===== src/rasr_pkg.sv =====
// rasr_pkg: shared widths, mode and status codes for the rational unit
// no dependencies
package rasr_pkg;

    localparam int DW = 32;
    localparam int WW = 2 * DW;

    localparam logic [1:0] MODE_NORM = 2'd0;
    localparam logic [1:0] MODE_ADD  = 2'd1;
    localparam logic [1:0] MODE_SUB  = 2'd2;
    localparam logic [1:0] MODE_EQ   = 2'd3;

    localparam logic [1:0] ST_OK   = 2'd0;
    localparam logic [1:0] ST_ZDEN = 2'd1;
    localparam logic [1:0] ST_OVF  = 2'd2;

    typedef struct packed {
        logic          neg;
        logic [WW-1:0] mag;
        logic [WW-1:0] den;
    } frac_t;

endpackage


===== src/rasr_div.sv =====
// rasr_div: restoring divider, one quotient bit per cycle
// depends on rasr_pkg
module rasr_div
    import rasr_pkg::*;
(
    input  logic          clk,
    input  logic          rst_n,
    input  logic          start,
    input  logic [WW-1:0] dividend,
    input  logic [WW-1:0] divisor,
    output logic          done,
    output logic [WW-1:0] quot,
    output logic [WW-1:0] rem
);

    localparam int CW = $clog2(WW);

    logic          run_reg;
    logic          done_reg;
    logic [CW-1:0] cnt_reg;
    logic [WW-1:0] rem_reg;
    logic [WW-1:0] quo_reg;
    logic [WW-1:0] div_reg;
    logic [WW:0]   shifted;
    logic [WW:0]   diff;

    assign shifted = {rem_reg, quo_reg[WW-1]};
    assign diff    = shifted - {1'b0, div_reg};

    always_ff @(posedge clk or negedge rst_n)
    begin
        if (!rst_n)
        begin
            run_reg  <= 1'b0;
            done_reg <= 1'b0;
            cnt_reg  <= '0;
        end
        else
        begin
            done_reg <= 1'b0;
            if (start)
            begin
                run_reg <= 1'b1;
                cnt_reg <= '0;
            end
            else if (run_reg)
            begin
                cnt_reg <= cnt_reg + 1'b1;
                if (cnt_reg == CW'(WW - 1))
                begin
                    run_reg  <= 1'b0;
                    done_reg <= 1'b1;
                end
            end
        end
    end

    always_ff @(posedge clk)
    begin
        if (start)
        begin
            rem_reg <= '0;
            quo_reg <= dividend;
            div_reg <= divisor;
        end
        else if (run_reg)
        begin
            if (!diff[WW])
            begin
                rem_reg <= diff[WW-1:0];
                quo_reg <= {quo_reg[WW-2:0], 1'b1};
            end
            else
            begin
                rem_reg <= shifted[WW-1:0];
                quo_reg <= {quo_reg[WW-2:0], 1'b0};
            end
        end
    end

    assign done = done_reg;
    assign quot = quo_reg;
    assign rem  = rem_reg;

endmodule


===== src/rasr_mul.sv =====
// rasr_mul: shift-add multiplier, one multiplier bit per cycle
// depends on rasr_pkg
module rasr_mul
    import rasr_pkg::*;
(
    input  logic          clk,
    input  logic          rst_n,
    input  logic          start,
    input  logic [DW-1:0] op_a,
    input  logic [DW-1:0] op_b,
    output logic          done,
    output logic [WW-1:0] product
);

    localparam int CW = $clog2(DW);

    logic          run_reg;
    logic          done_reg;
    logic [CW-1:0] cnt_reg;
    logic [WW-1:0] acc_reg;
    logic [WW-1:0] mcand_reg;
    logic [DW-1:0] mplier_reg;

    always_ff @(posedge clk or negedge rst_n)
    begin
        if (!rst_n)
        begin
            run_reg  <= 1'b0;
            done_reg <= 1'b0;
            cnt_reg  <= '0;
        end
        else
        begin
            done_reg <= 1'b0;
            if (start)
            begin
                run_reg <= 1'b1;
                cnt_reg <= '0;
            end
            else if (run_reg)
            begin
                cnt_reg <= cnt_reg + 1'b1;
                if (cnt_reg == CW'(DW - 1))
                begin
                    run_reg  <= 1'b0;
                    done_reg <= 1'b1;
                end
            end
        end
    end

    always_ff @(posedge clk)
    begin
        if (start)
        begin
            acc_reg    <= '0;
            mcand_reg  <= WW'(op_a);
            mplier_reg <= op_b;
        end
        else if (run_reg)
        begin
            if (mplier_reg[0])
            begin
                acc_reg <= acc_reg + mcand_reg;
            end
            mcand_reg  <= {mcand_reg[WW-2:0], 1'b0};
            mplier_reg <= {1'b0, mplier_reg[DW-1:1]};
        end
    end

    assign done    = done_reg;
    assign product = acc_reg;

endmodule


===== src/rational_add_sub_reduce.sv =====
// rational_add_sub_reduce: rational normalize / add / subtract / equality unit
// depends on rasr_pkg, rasr_div, rasr_mul
//
// channel   signals                                            direction
// command   start, busy, mode, first_num/den, second_num/den   in (busy out)
// result    done, result_num, result_den, is_equal, status     out
//
// one item at a time; busy stays high until its result is strobed
// each gcd step and each reduction division runs on the shared divider
// an item runs its gcd steps and two divisions per reduction, plus three products in add/sub modes
// rst_n clears the sequencer; result held until the next start, done high for one cycle, receiver cannot stall
module rational_add_sub_reduce
    import rasr_pkg::*;
(
    input  logic               clk,
    input  logic               rst_n,
    input  logic               start,
    output logic               busy,
    input  logic [1:0]         mode,
    input  logic signed [31:0] first_num,
    input  logic signed [31:0] first_den,
    input  logic signed [31:0] second_num,
    input  logic signed [31:0] second_den,
    output logic               done,
    output logic signed [31:0] result_num,
    output logic [30:0]        result_den,
    output logic               is_equal,
    output logic [1:0]         status
);

    localparam logic [3:0] S_IDLE = 4'd0;
    localparam logic [3:0] S_RED  = 4'd1;
    localparam logic [3:0] S_GCD  = 4'd2;
    localparam logic [3:0] S_GCDW = 4'd3;
    localparam logic [3:0] S_DM   = 4'd4;
    localparam logic [3:0] S_DMW  = 4'd5;
    localparam logic [3:0] S_DD   = 4'd6;
    localparam logic [3:0] S_DDW  = 4'd7;
    localparam logic [3:0] S_FIN  = 4'd8;
    localparam logic [3:0] S_MP   = 4'd9;
    localparam logic [3:0] S_MPW  = 4'd10;
    localparam logic [3:0] S_MQ   = 4'd11;
    localparam logic [3:0] S_MQW  = 4'd12;
    localparam logic [3:0] S_MD   = 4'd13;
    localparam logic [3:0] S_MDW  = 4'd14;
    localparam logic [3:0] S_CHK  = 4'd15;

    localparam logic [1:0] PH_A = 2'd0;
    localparam logic [1:0] PH_B = 2'd1;
    localparam logic [1:0] PH_R = 2'd2;

    localparam logic [WW-1:0] LIMIT = WW'((64'd1 << (DW - 1)) - 64'd1);

    logic [3:0]    state_reg;
    logic [1:0]    phase_reg;
    logic [1:0]    mode_reg;
    logic [DW-1:0] bn_reg;
    logic [DW-1:0] bd_reg;
    frac_t         red_reg;
    frac_t         a_reg;
    frac_t         b_reg;
    logic [WW-1:0] gx_reg;
    logic [WW-1:0] gy_reg;
    logic [WW-1:0] p_reg;
    logic [WW-1:0] q_reg;

    logic          done_reg;
    logic [31:0]   onum_reg;
    logic [30:0]   oden_reg;
    logic          eq_reg;
    logic [1:0]    st_reg;

    logic          div_start;
    logic [WW-1:0] div_a;
    logic [WW-1:0] div_b;
    logic          div_done;
    logic [WW-1:0] div_q;
    logic [WW-1:0] div_r;
    logic          mul_start;
    logic [DW-1:0] mul_a;
    logic [DW-1:0] mul_b;
    logic          mul_done;
    logic [WW-1:0] mul_p;

    logic          an_neg;
    logic          ad_neg;
    logic          bn_neg;
    logic          bd_neg;
    logic [WW-1:0] an_mag;
    logic [WW-1:0] ad_mag;
    logic [WW-1:0] bn_mag;
    logic [WW-1:0] bd_mag;
    logic          qn;
    frac_t         sum;
    logic [WW-1:0] onum_w;

    function automatic logic [WW-1:0] mag_of(input logic [DW-1:0] v);
        logic [WW-1:0] ext;
        ext = WW'(signed'(v));
        return v[DW-1] ? (WW'(0) - ext) : ext;
    endfunction

    assign an_neg = first_num[DW-1];
    assign ad_neg = first_den[DW-1];
    assign bn_neg = bn_reg[DW-1];
    assign bd_neg = bd_reg[DW-1];
    assign an_mag = mag_of(first_num[DW-1:0]);
    assign ad_mag = mag_of(first_den[DW-1:0]);
    assign bn_mag = mag_of(bn_reg);
    assign bd_mag = mag_of(bd_reg);

    rasr_div u_div (
        .clk      (clk),
        .rst_n    (rst_n),
        .start    (div_start),
        .dividend (div_a),
        .divisor  (div_b),
        .done     (div_done),
        .quot     (div_q),
        .rem      (div_r)
    );

    rasr_mul u_mul (
        .clk     (clk),
        .rst_n   (rst_n),
        .start   (mul_start),
        .op_a    (mul_a),
        .op_b    (mul_b),
        .done    (mul_done),
        .product (mul_p)
    );

    // gcd step divides gx by gy, reduction divides by the gcd left in gx
    always_comb
    begin
        div_start = 1'b0;
        div_a     = red_reg.mag;
        div_b     = gx_reg;
        case (state_reg)
            S_GCD:
            begin
                div_start = (gy_reg != '0);
                div_a     = gx_reg;
                div_b     = gy_reg;
            end
            S_DM:
            begin
                div_start = 1'b1;
                div_a     = red_reg.mag;
            end
            S_DD:
            begin
                div_start = 1'b1;
                div_a     = red_reg.den;
            end
            default:
            begin
                div_start = 1'b0;
            end
        endcase
    end

    always_comb
    begin
        mul_start = 1'b0;
        mul_a     = a_reg.mag[DW-1:0];
        mul_b     = b_reg.den[DW-1:0];
        case (state_reg)
            S_MP:
            begin
                mul_start = 1'b1;
            end
            S_MQ:
            begin
                mul_start = 1'b1;
                mul_a     = b_reg.mag[DW-1:0];
                mul_b     = a_reg.den[DW-1:0];
            end
            S_MD:
            begin
                mul_start = 1'b1;
                mul_a     = a_reg.den[DW-1:0];
                mul_b     = b_reg.den[DW-1:0];
            end
            default:
            begin
                mul_start = 1'b0;
            end
        endcase
    end

    always_comb
    begin
        qn  = (mode_reg == MODE_SUB) ? !b_reg.neg : b_reg.neg;
        sum = '0;
        sum.den = mul_p;
        if (a_reg.neg == qn)
        begin
            sum.neg = a_reg.neg;
            sum.mag = p_reg + q_reg;
        end
        else if (p_reg >= q_reg)
        begin
            sum.neg = a_reg.neg;
            sum.mag = p_reg - q_reg;
        end
        else
        begin
            sum.neg = qn;
            sum.mag = q_reg - p_reg;
        end
    end

    assign onum_w = red_reg.neg ? (WW'(0) - red_reg.mag) : red_reg.mag;

    always_ff @(posedge clk or negedge rst_n)
    begin
        if (!rst_n)
        begin
            state_reg <= S_IDLE;
            phase_reg <= PH_A;
            done_reg  <= 1'b0;
        end
        else
        begin
            done_reg <= 1'b0;
            case (state_reg)
                S_IDLE:
                begin
                    if (start)
                    begin
                        phase_reg <= PH_A;
                        if (ad_mag == '0 ||
                            (mode != MODE_NORM && second_den[DW-1:0] == '0))
                        begin
                            done_reg  <= 1'b1;
                            state_reg <= S_IDLE;
                        end
                        else
                        begin
                            state_reg <= S_RED;
                        end
                    end
                end
                S_RED:
                begin
                    state_reg <= (red_reg.mag == '0) ? S_FIN : S_GCD;
                end
                S_GCD:
                begin
                    state_reg <= (gy_reg == '0) ? S_DM : S_GCDW;
                end
                S_GCDW:
                begin
                    if (div_done)
                    begin
                        state_reg <= S_GCD;
                    end
                end
                S_DM:
                begin
                    state_reg <= S_DMW;
                end
                S_DMW:
                begin
                    if (div_done)
                    begin
                        state_reg <= S_DD;
                    end
                end
                S_DD:
                begin
                    state_reg <= S_DDW;
                end
                S_DDW:
                begin
                    if (div_done)
                    begin
                        state_reg <= S_FIN;
                    end
                end
                S_FIN:
                begin
                    case (phase_reg)
                        PH_A:
                        begin
                            if (mode_reg == MODE_NORM)
                            begin
                                state_reg <= S_CHK;
                            end
                            else
                            begin
                                phase_reg <= PH_B;
                                state_reg <= S_RED;
                            end
                        end
                        PH_B:
                        begin
                            if (mode_reg == MODE_EQ)
                            begin
                                done_reg  <= 1'b1;
                                state_reg <= S_IDLE;
                            end
                            else
                            begin
                                state_reg <= S_MP;
                            end
                        end
                        default:
                        begin
                            state_reg <= S_CHK;
                        end
                    endcase
                end
                S_MP:
                begin
                    state_reg <= S_MPW;
                end
                S_MPW:
                begin
                    if (mul_done)
                    begin
                        state_reg <= S_MQ;
                    end
                end
                S_MQ:
                begin
                    state_reg <= S_MQW;
                end
                S_MQW:
                begin
                    if (mul_done)
                    begin
                        state_reg <= S_MD;
                    end
                end
                S_MD:
                begin
                    state_reg <= S_MDW;
                end
                S_MDW:
                begin
                    if (mul_done)
                    begin
                        phase_reg <= PH_R;
                        state_reg <= S_RED;
                    end
                end
                S_CHK:
                begin
                    done_reg  <= 1'b1;
                    state_reg <= S_IDLE;
                end
                default:
                begin
                    state_reg <= S_IDLE;
                end
            endcase
        end
    end

    always_ff @(posedge clk)
    begin
        case (state_reg)
            S_IDLE:
            begin
                if (start)
                begin
                    mode_reg    <= mode;
                    bn_reg      <= second_num[DW-1:0];
                    bd_reg      <= second_den[DW-1:0];
                    red_reg.neg <= an_neg != ad_neg;
                    red_reg.mag <= an_mag;
                    red_reg.den <= ad_mag;
                    onum_reg    <= '0;
                    oden_reg    <= 31'd1;
                    eq_reg      <= 1'b0;
                    st_reg      <= ST_ZDEN;
                end
            end
            S_RED:
            begin
                gx_reg <= red_reg.mag;
                gy_reg <= red_reg.den;
                if (red_reg.mag == '0)
                begin
                    red_reg.neg <= 1'b0;
                    red_reg.den <= WW'(1);
                end
            end
            S_GCD:
            begin
                if (gy_reg != '0)
                begin
                    gx_reg <= gy_reg;
                    gy_reg <= gx_reg;
                end
            end
            S_GCDW:
            begin
                if (div_done)
                begin
                    gy_reg <= div_r;
                end
            end
            S_DMW:
            begin
                if (div_done)
                begin
                    red_reg.mag <= div_q;
                end
            end
            S_DDW:
            begin
                if (div_done)
                begin
                    red_reg.den <= div_q;
                end
            end
            S_FIN:
            begin
                case (phase_reg)
                    PH_A:
                    begin
                        a_reg <= red_reg;
                        if (mode_reg != MODE_NORM)
                        begin
                            red_reg.neg <= bn_neg != bd_neg;
                            red_reg.mag <= bn_mag;
                            red_reg.den <= bd_mag;
                        end
                    end
                    PH_B:
                    begin
                        b_reg  <= red_reg;
                        eq_reg <= (mode_reg == MODE_EQ) && (a_reg == red_reg);
                        st_reg <= ST_OK;
                    end
                    default:
                    begin
                        st_reg <= ST_OK;
                    end
                endcase
            end
            S_MPW:
            begin
                if (mul_done)
                begin
                    p_reg <= mul_p;
                end
            end
            S_MQW:
            begin
                if (mul_done)
                begin
                    q_reg <= mul_p;
                end
            end
            S_MDW:
            begin
                if (mul_done)
                begin
                    red_reg <= sum;
                end
            end
            S_CHK:
            begin
                if (red_reg.mag > LIMIT || red_reg.den > LIMIT)
                begin
                    st_reg <= ST_OVF;
                end
                else
                begin
                    st_reg   <= ST_OK;
                    onum_reg <= 32'(signed'(onum_w[DW-1:0]));
                    oden_reg <= 31'(red_reg.den[DW-2:0]);
                end
            end
            default:
            begin
                gx_reg <= gx_reg;
            end
        endcase
    end

    assign busy       = (state_reg != S_IDLE);
    assign done       = done_reg;
    assign result_num = onum_reg;
    assign result_den = oden_reg;
    assign is_equal   = eq_reg;
    assign status     = st_reg;

endmodule

===== config.mk =====
export PLATFORM = sky130hd
export DESIGN_NAME = rational_add_sub_reduce
export DESIGN_NICKNAME = d
export VERILOG_FILES = /design/src/rasr_pkg.sv /design/src/rasr_div.sv /design/src/rasr_mul.sv /design/src/rational_add_sub_reduce.sv
export SDC_FILE = /design/constraint.sdc
export NUM_CORES = 2
export LEC_CHECK = 0
export BUFFER_PORTS_ARGS = -buffer_cell sky130_fd_sc_hd__buf_2
export CAP_MARGIN = 0
export CORE_MARGIN = 5
export CORE_UTILIZATION = 30
export CTS_CLUSTER_DIAMETER = 40
export DETAILED_ROUTE_END_ITERATION = 8
export MAX_ROUTING_LAYER = met4
export PLACE_DENSITY_LB_ADDON = 0.3
export SETUP_SLACK_MARGIN = 0.5
export SYNTH_ARGS = -nofsm -noshare
export SYNTH_HDL_FRONTEND = slang
export SYNTH_SLANG_ARGS = --single-unit

===== constraint.sdc =====
create_clock -name clk -period 26.3 [get_ports clk]
set_input_delay 1.315 -clock clk [delete_from_list [all_inputs] [get_ports clk]]
set_output_delay 1.315 -clock clk [all_outputs]
set_load 0.02 [all_outputs]

==> PnR_summary.wiki <==
{| class="wikitable"
! Metric !! Value
|-
| Number of antenna violations at the first check in global routing || 33
|-
| Post-route insts no fill || 10014
|-
| Number of hold violations in the final report || 0
|-
| Via density || 5.744
|-
| Maximum fanout along the worst path || 41
|-
| Floorplan row count || 171
|-
| Result of the run || finished with violations
|-
| Power Density || 58.28 nW/um^2
|-
| First-pass GRT wire length || 383500 um
|-
| CP startpoint kind || flip-flop
|-
| Type of element capturing the critical path || flip-flop
|-
| Overall global routing resource usage || 23.17%
|-
| Fraction of layout instances using a drive strength above 1 || 9.993%
|-
| Detail Route Antenna Nets || 0
|-
| Yosys reg bits || 1085
|-
| Routed wire length || 270400 um
|-
| Pins Over Slew Limit || 0
|-
| Total number of vias || 57522
|-
| Req. time, crit path || 27.00 ns
|-
| Total setup violations reported at the end of the flow || 0
|-
| Insertion delay of the later-clocked pin in the worst-skew pair || 0.88 ns
|-
| Wire length per cell || 27.00 um
|-
| Number of search-and-repair iterations in the first detailed-routing pass || 9
|-
| Setup repair after global routing missed its margin || no
|-
| Final weighted congestion of routability-driven global placement || 1.004
|-
| IO Port Bufs || 200
|-
| Post-route minimum period || 5.802 ns
|-
| Relative max-transition margin || 19.74%
|-
| Worst setup path class || flip-flop to flip-flop
|-
| Final net count || 7443
|-
| Synth async-reset ratio || 2.028%
|-
| Largest net degree at the start of global routing || 85
|-
| Max frequency || 172.4 MHz
|-
| Placed inst area || 69850 um^2
|-
| Class of the most critical hold timing path || flip-flop to flip-flop
|-
| Avg Synthesized Cell Area || 9.564 um^2
|-
| Final instance area || 76590 um^2
|-
| Number of H-tree levels || 4
|-
| Number of distinct library cells after synthesis || 82
|-
| Worst slew pin tran || 1.193 ns
|-
| Fin crit share || 22.06%
|-
| Failing checks || DRC
|-
| Number of DRC violations after detailed-routing iteration 0 || 7727
|-
| Arrival time at the worst endpoint || 6.50 ns
|-
| DRC violation count after routing || 9
|-
| Core occupancy in the finished layout || 35.20%
|-
| Worst-case clock buffer depth || 3
|-
| Count of flip-flops with a built-in enable after synthesis || 903
|-
| Net count after synthesis || 7336
|-
| Total of warnings raised by yosys || 0
|-
| Inserted Clock Buffers || 188
|-
| Signed area change from the synthesized netlist to the final layout || 16.53%
|-
| GR Overflow Total || 0
|-
| Post-CTS setup buffer count || 0
|-
| Post-Synthesis Cell Area || 65730 um^2
|-
| Via count of the first global-routing pass || 53775
|-
| Synth Flop Type || edfxtp_1
|-
| Clock tree from TritonCTS || built
|-
| Clk sink count || 1085
|-
| Die Y-Extent || 478.1 um
|-
| Clock slew at the register clock pins of the worst setup and hold paths || 0.06 ns
|-
| Layout Skew || 0.1088 ns
|-
| Floorplan Core Area || 217600 um^2
|-
| Half-perimeter wire length of the detailed placement result || 204400 um
|-
| Maximum ir drop on the vdd rail || 0.07120 mV
|-
| Maxcap violations || 0
|-
| Summed negative setup slack over all endpoints || 0 ns
|-
| Effective utilization at floorplan || 30.21%
|-
| Leakage Power || 0.02995 uW
|-
| Post-synthesis instance total || 6873
|-
| Hold buffer count at CTS || 0
|-
| Area of the die || 228600 um^2
|-
| Post-synthesis sequential area ratio || 46.96%
|-
| Final-layout worst hold slack || 0.5038 ns
|-
| Dpl cells || 9644
|-
| Root Buffer Master || clkbuf_16
|-
| Post-CTS resize count || 0
|-
| Horizontal extent of the die || 478.1 um
|-
| IO Pins || 201
|}
## routing by layer
| layer | up-vias | global-route usage, % | routed length, um |
|---|---|---|---|
| li1 | 25749 | - | - |
| met1 | 28270 | 32.02 | 116200 |
| met2 | 3018 | 34.40 | 119100 |
| met3 | 485 | 3.490 | 24230 |
| met4 | 0 | 8.540 | 10860 |
| met5 | - | - | 0 |
## layout by cell type, fill, tap and decap left out, types with 102 or more instances in the layout
master,instances
nand2_1,859
clkbuf_16,188
a222oi_1,104
xnor2_1,218
dfxtp_1,160
ha_1,325
o21ai_0,473
buf_2,200
mux2i_1,155
a21o_1,114
inv_1,363
a31oi_1,102
nor2_1,540
xor2_1,184
a21oi_1,582
edfxtp_1,903
## metrics by stage
stage,setup slack (ns),total power [uW]
after floorplan,15.32,1902
after global placement,20.65,1934
after detailed placement,20.63,1934
after CTS,20.56,4493
after global routing,20.23,4583
final,20.50,4464
## report_power, final
part / leakage, uW / internal (uW) / switching [uW] / total (uW)
sequential: 0.00945 / 1840 / 0.318 / 1840
clock: 0.00318 / 1570 / 994 / 2560
combinational: 0.0173 / 21.8 / 36.8 / 58.6
total: 0.0299 / 3430 / 1030 / 4460
## synthesized netlist by cell type (19+ instances only)
cell         n  area (um^2)
o22ai_1     46        287.8
a22oi_1     59        442.9
o221ai_1    21        183.9
edfxtp_1   903        27120
or3_1       46        287.8
o211ai_1    42        315.3
dfxtp_1    160         3203
or2_2       23        143.9
a22o_1      36        315.3
o31ai_1     73        548.0
and3_1      25        156.4
o41ai_1     24        210.2
mux2i_1    155         1551
nor4_1     101        631.9
xnor2_1    219         1918
nor2b_1     58        362.9
nand4_1     91        569.3
a211oi_1    84        630.6
clkbuf_1   327         1227
a31oi_1    102        638.1
buf_1       48        180.2
or4_1       28        210.2
dfrtp_1     22        550.5
nor2_1     550         2064
a21oi_1    583         2918
a221oi_1    33        289.0
o21ai_0    475         2377
inv_1      366         1374
o21bai_1    76        570.6
nand3_1     79        395.4
and2_1      43        269.0
a21o_1     114        855.8
ha_1       325         4066
xor2_1     185         1620
o21a_1      27        202.7
nand2b_1    43        269.0
a222oi_1   104         1041
a2111oi_0   19        166.4
nor3_1      87        435.4
nand2_1    862         3236
## final cells by class
type                            count  area, um^2
Inverter                          368        1384
Sequential cell                  1085       30880
Fill cell                       21860      141000
Tap cell                         2854        3571
Antenna cell                       15       37.54
Multi-Input combinational cell   5042       32300
Clock buffer                      208        4820
Clock inverter                    147        1887
Timing Repair Buffer              295        1714
## worst paths after layout
| check | from | endpoint | slack (ns) | depth (start not counted) |
|---|---|---|---|---|
| setup / recovery | u_div.quot[63] | u_div.rem[62] | 20.50 | 15 |
| hold / removal | b_reg[77] | u_mul.mcand_reg[13] | 0.50 | 2 |
| setup reg to reg | u_div.quot[63] | u_div.rem[62] | 20.50 | 15 |
| hold reg to reg | b_reg[77] | u_mul.mcand_reg[13] | 0.50 | 2 |
| max in group asynchronous | rst_n | u_div.run_reg | 25.09 | 1 |
| min in group asynchronous | rst_n | u_div.done | 0.55 | 1 |
## worst max-delay path, stage by stage (launching register included)
cell and delay [ns]:
edfxtp_1 0.75, inv_1 0.11, ha_1 0.26, fa_1 0.40, nor2b_1 0.21, nor3_1 0.08
o21a_1 0.24, o221ai_1 0.50, a31oi_1 0.25, buf_4 0.23, o211ai_1 0.61, a2111oi_0 0.33
a311oi_4 0.45, buf_4 0.61, nand3_1 0.33, o21ai_0 0.26
## cell families (layout without fill, tap and decap cells)
group,after synthesis,after routing,share of synthesized area [%]
AOI/OAI and AO/OA,2067,2067,20.29
buffers and inverters,746,1018,4.266
other,0,15,0
xor gates and xnor gates,404,404,5.383
muxes,159,159,2.429
adders and majority gates,330,330,6.339
DFF,1085,1085,46.96
and+or+nand+nor,2082,2082,14.33
No activity file was read; power rests on OpenSTA's default activity.
